File: config.mk
export PLATFORM = sky130hd
export DESIGN_NAME = cse_cell
export DESIGN_NICKNAME = d
export VERILOG_FILES = /design/src/rtl/core/cse_pkg.sv /design/src/rtl/core/cse_cell.sv
export SDC_FILE = /design/constraint.sdc
export NUM_CORES = 1
export LEC_CHECK = 0
export ABC_CLOCK_PERIOD_IN_PS = 5300
export BUFFER_PORTS_ARGS = -buffer_cell sky130_fd_sc_hd__buf_2
export CAP_MARGIN = 0
export CORE_AREA = 5 5 201 203
export CTS_BUF_LIST = sky130_fd_sc_hd__clkbuf_4 sky130_fd_sc_hd__clkbuf_8
export DETAILED_ROUTE_END_ITERATION = 12
export DIE_AREA = 0 0 206 208
export HOLD_SLACK_MARGIN = 0.08
export SETUP_SLACK_MARGIN = 0.3
export SYNTH_ARGS = -nofsm -noshare
export SYNTH_HDL_FRONTEND = slang
export SYNTH_SLANG_ARGS = --single-unit
File: constraint.sdc
create_clock -name clk_i -period 5.3 [get_ports clk_i]
set_clock_uncertainty 0.1 [all_clocks]
set_input_delay 1.06 -clock clk_i [delete_from_list [all_inputs] [get_ports clk_i]]
set_output_delay 1.06 -clock clk_i [all_outputs]
set_load 0.05 [all_outputs]
File: src/rtl/core/cse_pkg.sv
// Package for the capped record store: sizes, entry and result types,
// controller states and the intensity clamp. No dependencies.
package cse_pkg;

  localparam int CAPACITY = 32;
  localparam int IDX_W    = (CAPACITY > 1) ? $clog2(CAPACITY) : 1;
  localparam int CNT_W    = $clog2(CAPACITY + 1);
  localparam int CFG_W    = 6;
  localparam int CMP_W    = ((CNT_W > CFG_W) ? CNT_W : CFG_W) + 1;

  localparam logic [CFG_W-1:0] CFG_RESET = CFG_W'(32);
  localparam logic [12:0]      INT_ONE   = 13'd4096;

  localparam logic CMD_RECORD = 1'b0;
  localparam logic CMD_DUMP   = 1'b1;

  typedef struct packed {
    logic               cmd;
    logic [15:0]        type_id;
    logic [15:0]        context_id;
    logic [31:0]        time_stamp;
    logic signed [15:0] intensity;
    logic [31:0]        loc_x;
    logic [31:0]        loc_y;
    logic [31:0]        loc_z;
  } cse_in_t;

  typedef struct packed {
    logic [15:0] entry_type;
    logic [15:0] entry_context;
    logic [31:0] entry_time;
    logic [12:0] entry_intensity;
    logic [31:0] entry_loc_x;
    logic [31:0] entry_loc_y;
    logic [31:0] entry_loc_z;
    logic [5:0]  stored_count;
    logic        evicted_flag;
    logic        ignored_flag;
    logic        last_flag;
  } cse_res_t;

  typedef struct packed {
    logic [15:0] type_id;
    logic [15:0] context_id;
    logic [31:0] time_stamp;
    logic [12:0] intensity;
    logic [31:0] loc_x;
    logic [31:0] loc_y;
    logic [31:0] loc_z;
  } cse_entry_t;

  typedef struct packed {
    logic take_next;
    logic take_new;
  } cse_cell_ctrl_t;

  typedef enum logic [1:0] {
    ST_IDLE,
    ST_DUMP,
    ST_SCAN,
    ST_CLOSE
  } cse_state_e;

  function automatic logic [12:0] cse_clamp(input logic signed [15:0] v);
    logic [12:0] r;
    if (v[15]) begin
      r = 13'd0;
    end else if (v[14:0] > 15'(INT_ONE)) begin
      r = INT_ONE;
    end else begin
      r = v[12:0];
    end
    return r;
  endfunction

endpackage

File: src/rtl/core/cse_cell.sv
// One storage cell of the record chain: holds one entry and loads either
// its right neighbor or the new entry. Depends on cse_pkg.
module cse_cell import cse_pkg::*; (
  input  logic           clk_i,
  input  cse_cell_ctrl_t ctrl_i,
  input  cse_entry_t     next_i,
  input  cse_entry_t     new_i,
  output cse_entry_t     q_o
);

  cse_entry_t entry_q;

  always_ff @(posedge clk_i) begin
    if (ctrl_i.take_new) begin
      entry_q <= new_i;
    end else if (ctrl_i.take_next) begin
      entry_q <= next_i;
    end
  end

  assign q_o = entry_q;

endmodule

After elaboration in Yosys (flattened, before gate mapping)
Index checks and enable logic that the tools add are counted.
Word-level totals
  output and inout bits: 173
  register bits after elaboration: 173
  input port bits: 349
Cells by class
  reductions and logical operators: 1
  mux-type cells: 2
Operators by type and width (count)
  173-bit 2-to-1 mux: 2
  2-bit nonzero test: 1

Logic depth before layout (Yosys ltp)
  depth in word-level cells: 2
  depth in mapped cells: 3

Least setup slack after synthesis
OpenSTA, ideal clock, no wires.
  kind: in2reg
  start point: input ctrl_i[0] in the netlist's numbering
  end point: register entry_q (netlist bit q_o[0]) (enable)
  arrival: 3.450 ns
  buffers on the path: 2
  cell stages on the path: 3
  setup slack: 1.289 ns
  library setup time: 0.461 ns
  cell sequence: buf_6 buf_6 or2_2
Between the ends
  cells in the longest elaborated chain, start to end: 1
Ends and longest elaborated chain
  from (decl): RTL line cse_cell.sv:5  | input cse_cell_ctrl_t ctrl_i,
  2-bit nonzero test (no line)
  to (signal assigned): RTL line cse_cell.sv:15  | entry_q <= new_i;
  to (signal assigned): RTL line cse_cell.sv:17  | entry_q <= next_i;
  to (decl): RTL line cse_cell.sv:11  | cse_entry_t entry_q;
No other way between the ends.
A chain may end at the register's enable or synchronous reset.

Worst setup path after layout
  start point: input ctrl_i[0] in the netlist's numbering
  end point: register entry_q (netlist bit q_o[20]) (enable)
The elaborated chain is that of the path after synthesis.

==> results.cfg <==
[synthesis]
syn_area_um2 = 7357
syn_nets = 715
synth_cells = 366
synth_area_per_cell_um2 = 20.10
yosys-top-cells-area = edfxtp_1 71%, mux2_2 26%, buf_6 2.8%
synth_area_leader_cell = edfxtp_1
ys_seq_elements = 173
ys_types = 5
yosys_warnings = 0
ys_seq_area_share_pct = 70.61
synth_top_cell_area_share_pct = 70.61

[global_routing]
grt_pass1_wl_um = 33930
antenna_found_initial = 0
first_global_vias = 5771
grt.total_usage_pct = 10.63
grt_max_degree = 87
grt-ovfl-total = 0

[floorplan]
dieArea_um2 = 42850
die_w_um = 206
start_util_pct = 19.22
rows = 72
io_pins = 522
core_um2 = 38290
dieHeight_um = 208

[layout]
antenna-diode-count = 0
fill_cells = 3935
register_area_um2 = 5195
final_cell_mix = 520 x buf_2, 173 x mux2_2, 173 x edfxtp_1
multiInputGateArea_um2 = 1957
syn_to_final_growth_pct = 48.52
nets = 1245
largest_reg_flops = 173
final_common_cell = buf_2
drive_above_1_share_pct = 80.64

[drt]
wire_per_inst_um = 16.76
ant_nets = 0
via_per_inst = 3.763
wl_um = 23920
drt_iter0_markers = 233
top_layer = met4
wl_met3_um = 2456
vias = 5370
wl_met2_um = 12340
post-route-drc-count = 0
wl_met1_um = 8672
firstDrtPassIters = 4

[sta]
fin_crit_sh_pct = 46.09
hold_viol_final = 0
fin_tns_setup_ns = 0
worst_pin_slew_ns = 0.9180
rsz0062_at_grt = no
setup-violations-final = 0
fmax_mhz = 409.3
period_minus_slack_ns = 2.443
maxSlewHeadroom_pct = 38.80
drv_slew = 0

[clock_network]
cts.path.max_buffers = 2
cts_hold_buf = 0
path_clk_slew_ns = 0.10
cts_made_buffers = 17
htree_levels = 4
cts-root-buf = clkbuf_8
post_cts_buffers = 0
clock-sinks = 173
cts_tree = yes
cts_resized = 0

[worst_setup_path]
crit_chain = buf_6 > or2_4 > buf_4
crit_type = input pin to flip-flop
required_ns = 5.37
startpoint_type = input pin
critical_path.endpoint_type = flip-flop
worst_path_max_delay_cell = or2_4
cpPeakStageDelay_ns = 0.77
critPathMaxFanout = 59
cp.arrival_ns = 2.51

[pwr]
leakagePower_uw = 0.004750
power_uw = 3716
pwr-share-clk_pct = 26.6
p_comb_share_pct = 27.1
swShare_pct = 34.44
power_frac_seq_pct = 46.2
p_switching_uw = 1280
ir_drop_mv = 0.1552
power_density_nw_per_um2 = 340.1
p_int_uw = 2436

[min_path]
hold_start = new_i[117]
min_to = q_o[117]$_DFFE_PP_
hold_depth = 2
hold_class = input pin to flip-flop

[placed_design]
dp_hpwl_um = 19200
place_congestion = 0.8064
port_buffers = 521

[run_status]
status = finished, final reports clean

[run]
maxCapViolations = 0
==> worst max-delay path: cells and delay by family <==
kind / cells / cell delay (ns)
and+or+nand+nor: 1 / 0.77
buffers and inverters: 2 / 0.63
==> routing by layer <==
layer | GRT usage, % | vias to the layer above
li1 | - | 2508
met1 | 11.25 | 2555
met2 | 18.82 | 285
met3 | 4.422 | 22
met4 | 3.855 | 0
met5 | 0 | -
==> power by group through the flow <==
stage | Sequential [uW] | Clock, uW | Combinational, uW
detailed placement | 1750 | 0 | 1020
floorplan | 2290 | 0 | 159
finish | 1720 | 990 | 1010
global placement | 1750 | 0 | 1020
global route | 1730 | 1090 | 1060
CTS | 1720 | 1030 | 1020
==> cells by family after synthesis <==
family / after synthesis / synth area share (%)
buffers and inverters: 19 / 2.823
muxes: 173 / 26.48
and+or+nand+nor: 1 / 0.08509
DFF: 173 / 70.61
==> worst max-delay path by stage <==
stage / startpoint / slack, ns / cells past startpoint / endpoint
final: ctrl_i[0] / 2.86 / 3 / q_o[20]$_DFFE_PP_
after global routing: ctrl_i[0] / 2.79 / 3 / q_o[18]$_DFFE_PP_
after CTS: q_o[10]$_DFFE_PP_ / 2.83 / 1 / q_o[10]
after detailed placement: ctrl_i[0] / 2.30 / 3 / q_o[86]$_DFFE_PP_
after global placement: ctrl_i[0] / 2.33 / 3 / q_o[25]$_DFFE_PP_
after floorplan: ctrl_i[0] / 1.29 / 3 / q_o[0]$_DFFE_PP_
==> area by class of cell <==
class | instances | area share, %
Sequential cell | 173 | 47.54
Timing Repair Buffer | 530 | 24.88
Clock buffer | 18 | 2.210
Clock inverter | 14 | 1.523
Multi-Input combinational cell | 174 | 17.91
Tap cell | 518 | 5.932
==> through the flow <==
step / setup slack [ns] / instances / util (%) / hold slack (ns) / cell area, um^2
final: 2.857 / 1427 / 28.54 / 0.7718 / 10930
after global routing: 2.794 / 1427 / 28.54 / 0.6884 / 10930
after CTS: 2.830 / 1427 / 28.54 / 0.7019 / 10930
after detailed placement: 2.296 / 1395 / 27.47 / 1.265 / 10520
after global placement: 2.333 / 1395 / 27.47 / 1.262 / 10520
after floorplan: 1.289 / 366 / - / 1.180 / 7357
==> synth_stat cells <==
cell / instances
buf_2: 1
or2_2: 1
edfxtp_1: 173
mux2_2: 173
buf_6: 18
Power figures use the tool's default switching activity.
