<file path="config.mk">
export PLATFORM = sky130hd
export DESIGN_NAME = cse_ctrl
export DESIGN_NICKNAME = d
export VERILOG_FILES = /design/src/rtl/core/cse_pkg.sv /design/src/rtl/core/cse_ctrl.sv
export SDC_FILE = /design/constraint.sdc
export NUM_CORES = 1
export LEC_CHECK = 0
export BUFFER_PORTS_ARGS = -buffer_cell sky130_fd_sc_hd__buf_4
export CAP_MARGIN = 5
export CORE_AREA = 2 2 306 308
export DETAILED_ROUTE_END_ITERATION = 6
export DIE_AREA = 0 0 308 310
export HOLD_SLACK_MARGIN = 0.03
export PLACE_DENSITY = 0.46
export SLEW_MARGIN = 20
export SYNTH_ARGS = -nofsm -noshare
export SYNTH_HDL_FRONTEND = slang
export SYNTH_SLANG_ARGS = --single-unit
</file>
<file path="constraint.sdc">
create_clock -name clk_i -period 21.2 [get_ports clk_i]
set_input_delay 5.3 -clock clk_i [delete_from_list [all_inputs] [get_ports clk_i]]
set_output_delay 5.3 -clock clk_i [all_outputs]
set_load 0.005 [all_outputs]
</file>
<file path="src/rtl/core/cse_pkg.sv">
// Package for the capped record store: sizes, entry and result types,
// controller states and the intensity clamp. No dependencies.
package cse_pkg;

  localparam int CAPACITY = 32;
  localparam int IDX_W    = (CAPACITY > 1) ? $clog2(CAPACITY) : 1;
  localparam int CNT_W    = $clog2(CAPACITY + 1);
  localparam int CFG_W    = 6;
  localparam int CMP_W    = ((CNT_W > CFG_W) ? CNT_W : CFG_W) + 1;

  localparam logic [CFG_W-1:0] CFG_RESET = CFG_W'(32);
  localparam logic [12:0]      INT_ONE   = 13'd4096;

  localparam logic CMD_RECORD = 1'b0;
  localparam logic CMD_DUMP   = 1'b1;

  typedef struct packed {
    logic               cmd;
    logic [15:0]        type_id;
    logic [15:0]        context_id;
    logic [31:0]        time_stamp;
    logic signed [15:0] intensity;
    logic [31:0]        loc_x;
    logic [31:0]        loc_y;
    logic [31:0]        loc_z;
  } cse_in_t;

  typedef struct packed {
    logic [15:0] entry_type;
    logic [15:0] entry_context;
    logic [31:0] entry_time;
    logic [12:0] entry_intensity;
    logic [31:0] entry_loc_x;
    logic [31:0] entry_loc_y;
    logic [31:0] entry_loc_z;
    logic [5:0]  stored_count;
    logic        evicted_flag;
    logic        ignored_flag;
    logic        last_flag;
  } cse_res_t;

  typedef struct packed {
    logic [15:0] type_id;
    logic [15:0] context_id;
    logic [31:0] time_stamp;
    logic [12:0] intensity;
    logic [31:0] loc_x;
    logic [31:0] loc_y;
    logic [31:0] loc_z;
  } cse_entry_t;

  typedef struct packed {
    logic take_next;
    logic take_new;
  } cse_cell_ctrl_t;

  typedef enum logic [1:0] {
    ST_IDLE,
    ST_DUMP,
    ST_SCAN,
    ST_CLOSE
  } cse_state_e;

  function automatic logic [12:0] cse_clamp(input logic signed [15:0] v);
    logic [12:0] r;
    if (v[15]) begin
      r = 13'd0;
    end else if (v[14:0] > 15'(INT_ONE)) begin
      r = INT_ONE;
    end else begin
      r = v[12:0];
    end
    return r;
  endfunction

endpackage

</file>
<file path="src/rtl/core/cse_ctrl.sv">
// Sequencer for the record chain: cap register, entry count, lowest-intensity
// scan, close-up and write decode, result register. Depends on cse_pkg.
module cse_ctrl import cse_pkg::*; (
  input  logic                          clk_i,
  input  logic                          rst_ni,
  input  logic                          start,
  output logic                          busy,
  input  cse_in_t                       item_i,
  input  logic                          cfg_we_i,
  input  logic [CFG_W-1:0]              cfg_data_i,
  input  cse_entry_t                    head_i,
  output cse_entry_t                    new_entry_o,
  output cse_cell_ctrl_t [CAPACITY-1:0] cell_ctrl_o,
  output logic                          res_valid_o,
  output cse_res_t                      res_o
);

  cse_state_e state_q, state_d;

  logic [CFG_W-1:0] cap_q;
  logic [CNT_W-1:0] n_q, n_d;
  logic [IDX_W-1:0] k_q;
  logic [IDX_W-1:0] low_q;
  logic [12:0]      min_q;
  cse_entry_t       nr_q;
  cse_res_t         res_q, res_d;
  logic             res_vld_q, res_load;

  cse_entry_t       in_entry;
  logic [CMP_W-1:0] cap_ext, cap_eff;
  logic             need_evict, accept, rec_ok;
  logic             scan_live, scan_end, new_lower;
  logic             close_en, write_en;
  logic [CNT_W-1:0] write_idx;

  always_comb begin
    in_entry.type_id    = item_i.type_id;
    in_entry.context_id = item_i.context_id;
    in_entry.time_stamp = item_i.time_stamp;
    in_entry.intensity  = cse_clamp(item_i.intensity);
    in_entry.loc_x      = item_i.loc_x;
    in_entry.loc_y      = item_i.loc_y;
    in_entry.loc_z      = item_i.loc_z;
  end

  // saturate the cap to 1..CAPACITY
  always_comb begin
    cap_ext = CMP_W'(cap_q);
    if (cap_ext == '0) begin
      cap_eff = CMP_W'(1);
    end else if (cap_ext > CMP_W'(CAPACITY)) begin
      cap_eff = CMP_W'(CAPACITY);
    end else begin
      cap_eff = cap_ext;
    end
  end

  assign accept     = start && (state_q == ST_IDLE);
  assign rec_ok     = (item_i.cmd == CMD_RECORD) && (item_i.type_id != '0);
  assign need_evict = CMP_W'(n_q) >= cap_eff;
  assign scan_live  = CNT_W'(k_q) < n_q;
  assign scan_end   = k_q == IDX_W'(CAPACITY - 1);
  assign new_lower  = nr_q.intensity < min_q;

  // next state
  always_comb begin
    state_d = state_q;
    case (state_q)
      ST_IDLE: begin
        if (accept) begin
          if (item_i.cmd == CMD_DUMP) begin
            if (n_q != '0) begin
              state_d = ST_DUMP;
            end
          end else if (rec_ok && need_evict) begin
            state_d = ST_SCAN;
          end
        end
      end
      ST_DUMP: begin
        if (scan_end) begin
          state_d = ST_IDLE;
        end
      end
      ST_SCAN: begin
        if (scan_end) begin
          state_d = ST_CLOSE;
        end
      end
      ST_CLOSE: begin
        state_d = ST_IDLE;
      end
      default: begin
        state_d = ST_IDLE;
      end
    endcase
  end

  // outputs: chain controls and result
  always_comb begin
    busy        = 1'b0;
    close_en    = 1'b0;
    write_en    = 1'b0;
    write_idx   = n_q;
    new_entry_o = nr_q;
    res_load    = 1'b0;
    res_d       = '0;
    n_d         = n_q;
    res_d.stored_count = 6'(n_q);
    res_d.last_flag    = 1'b1;
    for (int i = 0; i < CAPACITY; i++) begin
      cell_ctrl_o[i] = '0;
    end
    case (state_q)
      ST_IDLE: begin
        new_entry_o = in_entry;
        if (accept) begin
          res_load = 1'b1;
          if (item_i.cmd == CMD_DUMP) begin
            // empty dump gives one zero result; otherwise the dump state reports
            res_load = (n_q == '0);
          end else if (!rec_ok) begin
            res_d.ignored_flag = 1'b1;
          end else if (!need_evict) begin
            write_en  = 1'b1;
            write_idx = n_q;
            n_d       = n_q + CNT_W'(1);
            res_d.stored_count = 6'(n_d);
          end else begin
            res_load = 1'b0;
          end
        end
      end
      ST_DUMP: begin
        busy = 1'b1;
        for (int i = 0; i < CAPACITY; i++) begin
          cell_ctrl_o[i].take_next = 1'b1;
        end
        if (scan_live) begin
          res_load              = 1'b1;
          res_d.entry_type      = head_i.type_id;
          res_d.entry_context   = head_i.context_id;
          res_d.entry_time      = head_i.time_stamp;
          res_d.entry_intensity = head_i.intensity;
          res_d.entry_loc_x     = head_i.loc_x;
          res_d.entry_loc_y     = head_i.loc_y;
          res_d.entry_loc_z     = head_i.loc_z;
          res_d.last_flag       = (CNT_W'(k_q) + CNT_W'(1)) == n_q;
        end
      end
      ST_SCAN: begin
        busy = 1'b1;
        for (int i = 0; i < CAPACITY; i++) begin
          cell_ctrl_o[i].take_next = 1'b1;
        end
      end
      ST_CLOSE: begin
        busy               = 1'b1;
        res_load           = 1'b1;
        res_d.evicted_flag = 1'b1;
        // unless new is strictly lower: drop lowest, close up, append new at end
        if (!new_lower) begin
          close_en  = 1'b1;
          write_en  = 1'b1;
          write_idx = n_q - CNT_W'(1);
        end
      end
      default: begin
        busy = 1'b1;
      end
    endcase
    if (close_en || write_en) begin
      for (int i = 0; i < CAPACITY; i++) begin
        cell_ctrl_o[i].take_next = close_en && (CNT_W'(i) >= CNT_W'(low_q)) &&
                                   (CNT_W'(i) + CNT_W'(1) < n_q);
        cell_ctrl_o[i].take_new  = write_en && (CNT_W'(i) == write_idx);
      end
    end
  end

  always_ff @(posedge clk_i or negedge rst_ni) begin
    if (!rst_ni) begin
      state_q   <= ST_IDLE;
      cap_q     <= CFG_RESET;
      n_q       <= '0;
      k_q       <= '0;
      res_vld_q <= 1'b0;
    end else begin
      state_q   <= state_d;
      n_q       <= n_d;
      res_vld_q <= res_load;
      if (cfg_we_i) begin
        cap_q <= cfg_data_i;
      end
      if (state_q == ST_DUMP || state_q == ST_SCAN) begin
        k_q <= k_q + IDX_W'(1);
      end else begin
        k_q <= '0;
      end
    end
  end

  always_ff @(posedge clk_i) begin
    if (res_load) begin
      res_q <= res_d;
    end
    if (accept) begin
      nr_q <= in_entry;
    end
    // first entry seeds the minimum, later ones replace it only when strictly lower
    if (state_q == ST_SCAN && scan_live &&
        (k_q == '0 || head_i.intensity < min_q)) begin
      min_q <= head_i.intensity;
      low_q <= k_q;
    end
  end

  assign res_valid_o = res_vld_q;
  assign res_o       = res_q;

endmodule
</file>
* After elaboration in Yosys (flattened, before gate mapping)
Index checks and enable logic that the tools add are counted.
** Word-level totals
- Register bits after elaboration :: 393
- Input port bits :: 360
- Output and inout bits :: 421
- Logic and storage cells :: 294
** Cells by class
- Add/subtract/negate cells :: 4
- Magnitude comparators :: 69
- Equal/unequal tests :: 41
- Multiplexer cells :: 37
- Bitwise logic cells :: 3
- Reduce and logical (&&, ||, !) cells :: 115
** Operators with widths (number)
- 2-to-1 mux 173 bit :: 1
- logical AND 1 bit :: 100
- equality test 5 x 6 -> 1 bit, first input constant :: 16
- < comparator 5 x 6 -> 1 bit, first input constant :: 16
- >= comparator 5 bit, first input constant :: 15
- 2-to-1 mux 64 bit :: 1
- equality test 4 x 6 -> 1 bit, first input constant :: 8
- < comparator 4 x 6 -> 1 bit, first input constant :: 8
- 2-to-1 mux 6 bit :: 8
- >= comparator 4 x 5 -> 1 bit, first input constant :: 8
- < comparator 13 bit :: 2
- 2-to-1 mux 13 bit :: 2
- equality test 3 x 6 -> 1 bit, first input constant :: 4
- < comparator 3 x 6 -> 1 bit, first input constant :: 4
- >= comparator 3 x 5 -> 1 bit, first input constant :: 4
- zero test 6 bit :: 3
- nonzero test 16 bit :: 1
- greater-than comparator 15 x 13 -> 1 bit, second input constant :: 1
- 2-to-1 mux 1 bit :: 14
- equality test 2 x 6 -> 1 bit, first input constant :: 2
- < comparator 2 x 6 -> 1 bit, first input constant :: 2
- 2-to-1 mux 2 bit :: 6
- >= comparator 1 x 5 -> 1 bit, first input constant :: 2
- >= comparator 2 x 5 -> 1 bit, first input constant :: 2
- other kinds (30) :: 39

* Depth between registers and ports, before layout
- Depth in word-level cells :: 11
- Gate-level depth with buffers :: 13
- Depth with buffers taken out :: 11

* Worst setup path after synthesis
OpenSTA, ideal clock, no wires.
- Path type :: input -> register
- From :: in item_i[162] in the netlist's numbering
- To :: reg res_vld_q, in the netlist res_valid_o
- Setup time :: 0.921 ns
- Arrival :: 13.733 ns
- Data required time :: 20.279 ns
- Setup slack :: 6.546 ns
- Stages on the path :: 6
- Path buffers :: 0
- Cell sequence :: nor4_1 -> and4_1 -> nor3_1 -> nor3_1 -> nor3_1 -> nor2_1
** Between the ends
- Cells in the longest elaborated chain, start to end :: 6
** RTL lines
- start: declaration :: line cse_ctrl.sv:8 : input cse_in_t item_i,
- nonzero test 16 bit :: line cse_ctrl.sv:59 : assign rec_ok = (item_i.cmd == CMD_RECORD) && (item_i.type_id != '0);
- logical AND 1 bit :: line cse_ctrl.sv:59
- 2-to-1 mux 1 bit :: line cse_ctrl.sv:122 : end else if (!rec_ok) begin
- 2-to-1 mux 1 bit :: line cse_ctrl.sv:119 : if (item_i.cmd == CMD_DUMP) begin
- 2-to-1 mux 1 bit :: line cse_ctrl.sv:117 : if (accept) begin
- case mux 1 bit (3 select lines) :: line cse_ctrl.sv:114 : case (state_q)
- net res_load :: line cse_ctrl.sv:27 : logic res_vld_q, res_load;
- end signal: assignment :: line cse_ctrl.sv:191 : res_vld_q <= res_load;
- end: declaration :: line cse_ctrl.sv:27
The timed path passes the listed nets, and every way through them passes these cells.
A chain may end at the register's enable or synchronous reset.

==> run metrics <==
synth cell count leaders edfxtp_1, and3_1, mux2_2; worst setup path class in -> out; syn avg cell area 14.4 um^2; stages on the worst setup path 7; sequential element share of the synthesized area 66.0%; combinational share of power 44.8%; Area Overhead vs Synth 49.5%; Post-DRT Antenna Nets 0; CTS resizes 0; post-layout min period 13080 ps; Setup Buffers After CTS 0; TritonCTS clock tree done; sequential standard cell area 11700 um^2; Multi-input gate area 5620 um^2; Filler cells 9485; CP bufs+invs 2; CTS Sinks 393; Slew HR 27.4%; power per cell area 154 nW/um^2; Critical-path top delay cell a311oi_4; Worst-Margin Slew 1080 ps; final instance area 26500 um^2; syn_nets 1633; final worst clock skew 12.8 ps; Switch Pwr 1.46 mW; Core ar. 92500 um^2; Starting Density 19.2%; Post-DP HPWL 50.7 mm; r2r setup slk 16360 ps; CP startpoint kind primary input; Remaining DRCs 0; DRT Wirelength 67.9 mm; RSZ-0062 raised after global routing no; vias in the first global route 14212; clock slew at reported path FFs 60 ps; most common cell in the synthesized netlist edfxtp_1; synthesized flop and latch total 393; Most used DFF post-synth edfxtp_1; Die H 310 um; VDD IR max 0.0000979 V; Synth area leader edfxtp_1; top-area cell type share of the netlist area 63.1%; gpl congestion 0.830; Internal Pwr Total 2.62 mW; Post-synth EDFFs 373; Sequential Power Share 34.0%; status complete, no violations; num ports 781; via count 13533; Post-synth ARST share 5.09%; Synth Warn # 0; number of port buffers 780; Max Freq 0.0765 GHz; fin crit share 61.7%; CTS max path bufs 3; # hold bufs at CTS 0; largest net degree at the start of global routing 146; Yosys cell types 54; Chip Width 308 um; initial antenna violation count 9; Die Footprint 95500 um^2; Total Nets Final 2387; Hold Crit Class reg -> reg; Top cell by count, worst path buf_4; worst flop-to-flop path endpoint res_o[113]; Placed Area 24900 um^2; first-pass GRT wire length 94.8 mm; CP endpoint kind output pin; row count 112; CTS Buf Count 50; Total GRT Usage 13.3%; layout cells sized above 1 52.4%; switching share of total power 35.8%; Synth area leaders edfxtp_1, mux2_2, and3_1; clock power share 21.3%; mapped cell area 17700 um^2; CTS root buffer clkbuf_16; max cap viols 0; Worst Path Required 15900 ps; Final Util 28.7%; setup_tns 0 ps; Worst R2R Start n_q[1]; wire per inst 21.1 um; setup violators final 0; worst skew pair latency 620 ps; Critical Path Sink cell_ctrl_o[12]; Fin. Hold Viols 0; worst-path maximum fanout 16; cell family contributing the most delay on the critical path simple AND/OR/NAND/NOR gates; drt first-iter violations 915; Post-Syn Instances 1228; Crit. Startpoint item_i[161]; Final Max Slew Viols 0; Critical Path AT 7780 ps; Reg2Reg Depth 11; grt ovf 0; vias per inst 4.20; CP peak stage delay 660 ps; P_leak 11.2 nW; worst-path cell chain buf_4, nor4_1, and4_1, nor4b_4, a311oi_4, nor3_1, buf_4; H-tree Lvls 2; drt pass-1 iters 5
## cell type report
class,instances,share of cell area [%]
tap,1197,5.65
timing repair buffer,790,22.4
clock buffer,60,5.10
clock inverter,32,1.09
sequential,393,44.1
multi-input combinational,719,21.2
antenna,3,0.0283
inverter,28,0.425
## worst reg2reg max path, cell delays in order (launching register included)
cell	delay (ps)
dfrtp_1	750
inv_1	330
ha_1	360
nor2b_1	130
o21a_1	150
o21ai_0	210
a211o_4	490
and2_1	270
nor3_1	90
nor2_4	110
buf_4	660
buf_4	840
## logic make-up (layout without fill, tap and decap cells)
logic type / after synthesis / after routing / share of synthesized area, %
adders and majority gates: 45 / 45 / 3.17
buffers and inverters: 116 / 910 / 2.60
and+or+nand+nor: 345 / 345 / 11.2
DFF: 393 / 393 / 66.0
xor gates and xnor gates: 13 / 13 / 0.642
AOI/OAI and AO/OA: 134 / 134 / 4.87
muxes: 182 / 182 / 11.6
other: 0 / 3 / 0
## sequential cells by signal, indices dropped and copies added, names as in the netlist
signal / flops
state_q: 2
cap_q: 6
low_q: 5
nr_q: 173
min_q: 13
n_q: 6
res_o: 182
res_valid_o: 1
k_q: 5
## worst min-delay path by stage
stage                     depth (start not counted)     start       end
after global placement                            1  cap_q[0]  cap_q[0]
after detailed placement                          1  cap_q[0]  cap_q[0]
after global routing                              1  cap_q[0]  cap_q[0]
after floorplan                                   1    k_q[0]    k_q[0]
final                                             1  cap_q[0]  cap_q[0]
after CTS                                         1  cap_q[0]  cap_q[0]
## placed cells by master, fill, tap and decap left out, types with 8 or more instances in the layout
master     synthesis  layout
nand2_1           33      33
clkbuf_16          0      53
a21oi_1           22      22
clkinv_2           0      10
and2_1            20      20
nor3_1            31      31
nand3_1           11      11
a211oi_1          16      16
nor2_1            29      28
and3_1           179     179
o21ai_0           40      40
dfrtp_1           19      19
inv_1             28      27
buf_4              0     788
clkinv_1           0      11
edfxtp_1         373     373
mux2_2           178     178
ha_1              45      43
nor4_1            10      10
o22ai_1            8       8
## power groups by stage
| stage | Combinational, mW | Clock, mW | Sequential, mW |
|---|---|---|---|
| after floorplan | 0.831 | 0 | 1.45 |
| after global placement | 1.87 | 0 | 1.40 |
| after detailed placement | 1.88 | 0 | 1.40 |
| after CTS | 1.88 | 0.904 | 1.39 |
| after global routing | 1.99 | 0.926 | 1.42 |
| final | 1.83 | 0.867 | 1.39 |
## per-stage QoR
| stage | setup WS (ps) | hold slack, ps | power [mW] | std cells |
|---|---|---|---|---|
| final | 8120 | 519 | 4.08 | 3222 |
| after global routing | 8000 | 560 | 4.34 | 3219 |
| after CTS | 8020 | 530 | 4.18 | 3219 |
| after detailed placement | 8020 | 509 | 3.28 | 3127 |
| after global placement | 8050 | 504 | 3.26 | 3127 |
| after floorplan | 6550 | 476 | 2.28 | 1228 |
## metal layers
layer	track usage [%]	wire, um	vias to the layer above	share of wire (%)
met5	0	32	-	0.047
met4	4.08	1640	6	2.4
met3	4.49	5960	101	8.8
met2	23.9	34100	610	50
met1	14.9	26100	6579	39
li1	-	-	6237	-
Note: power is estimated with default switching activity, not from simulation.
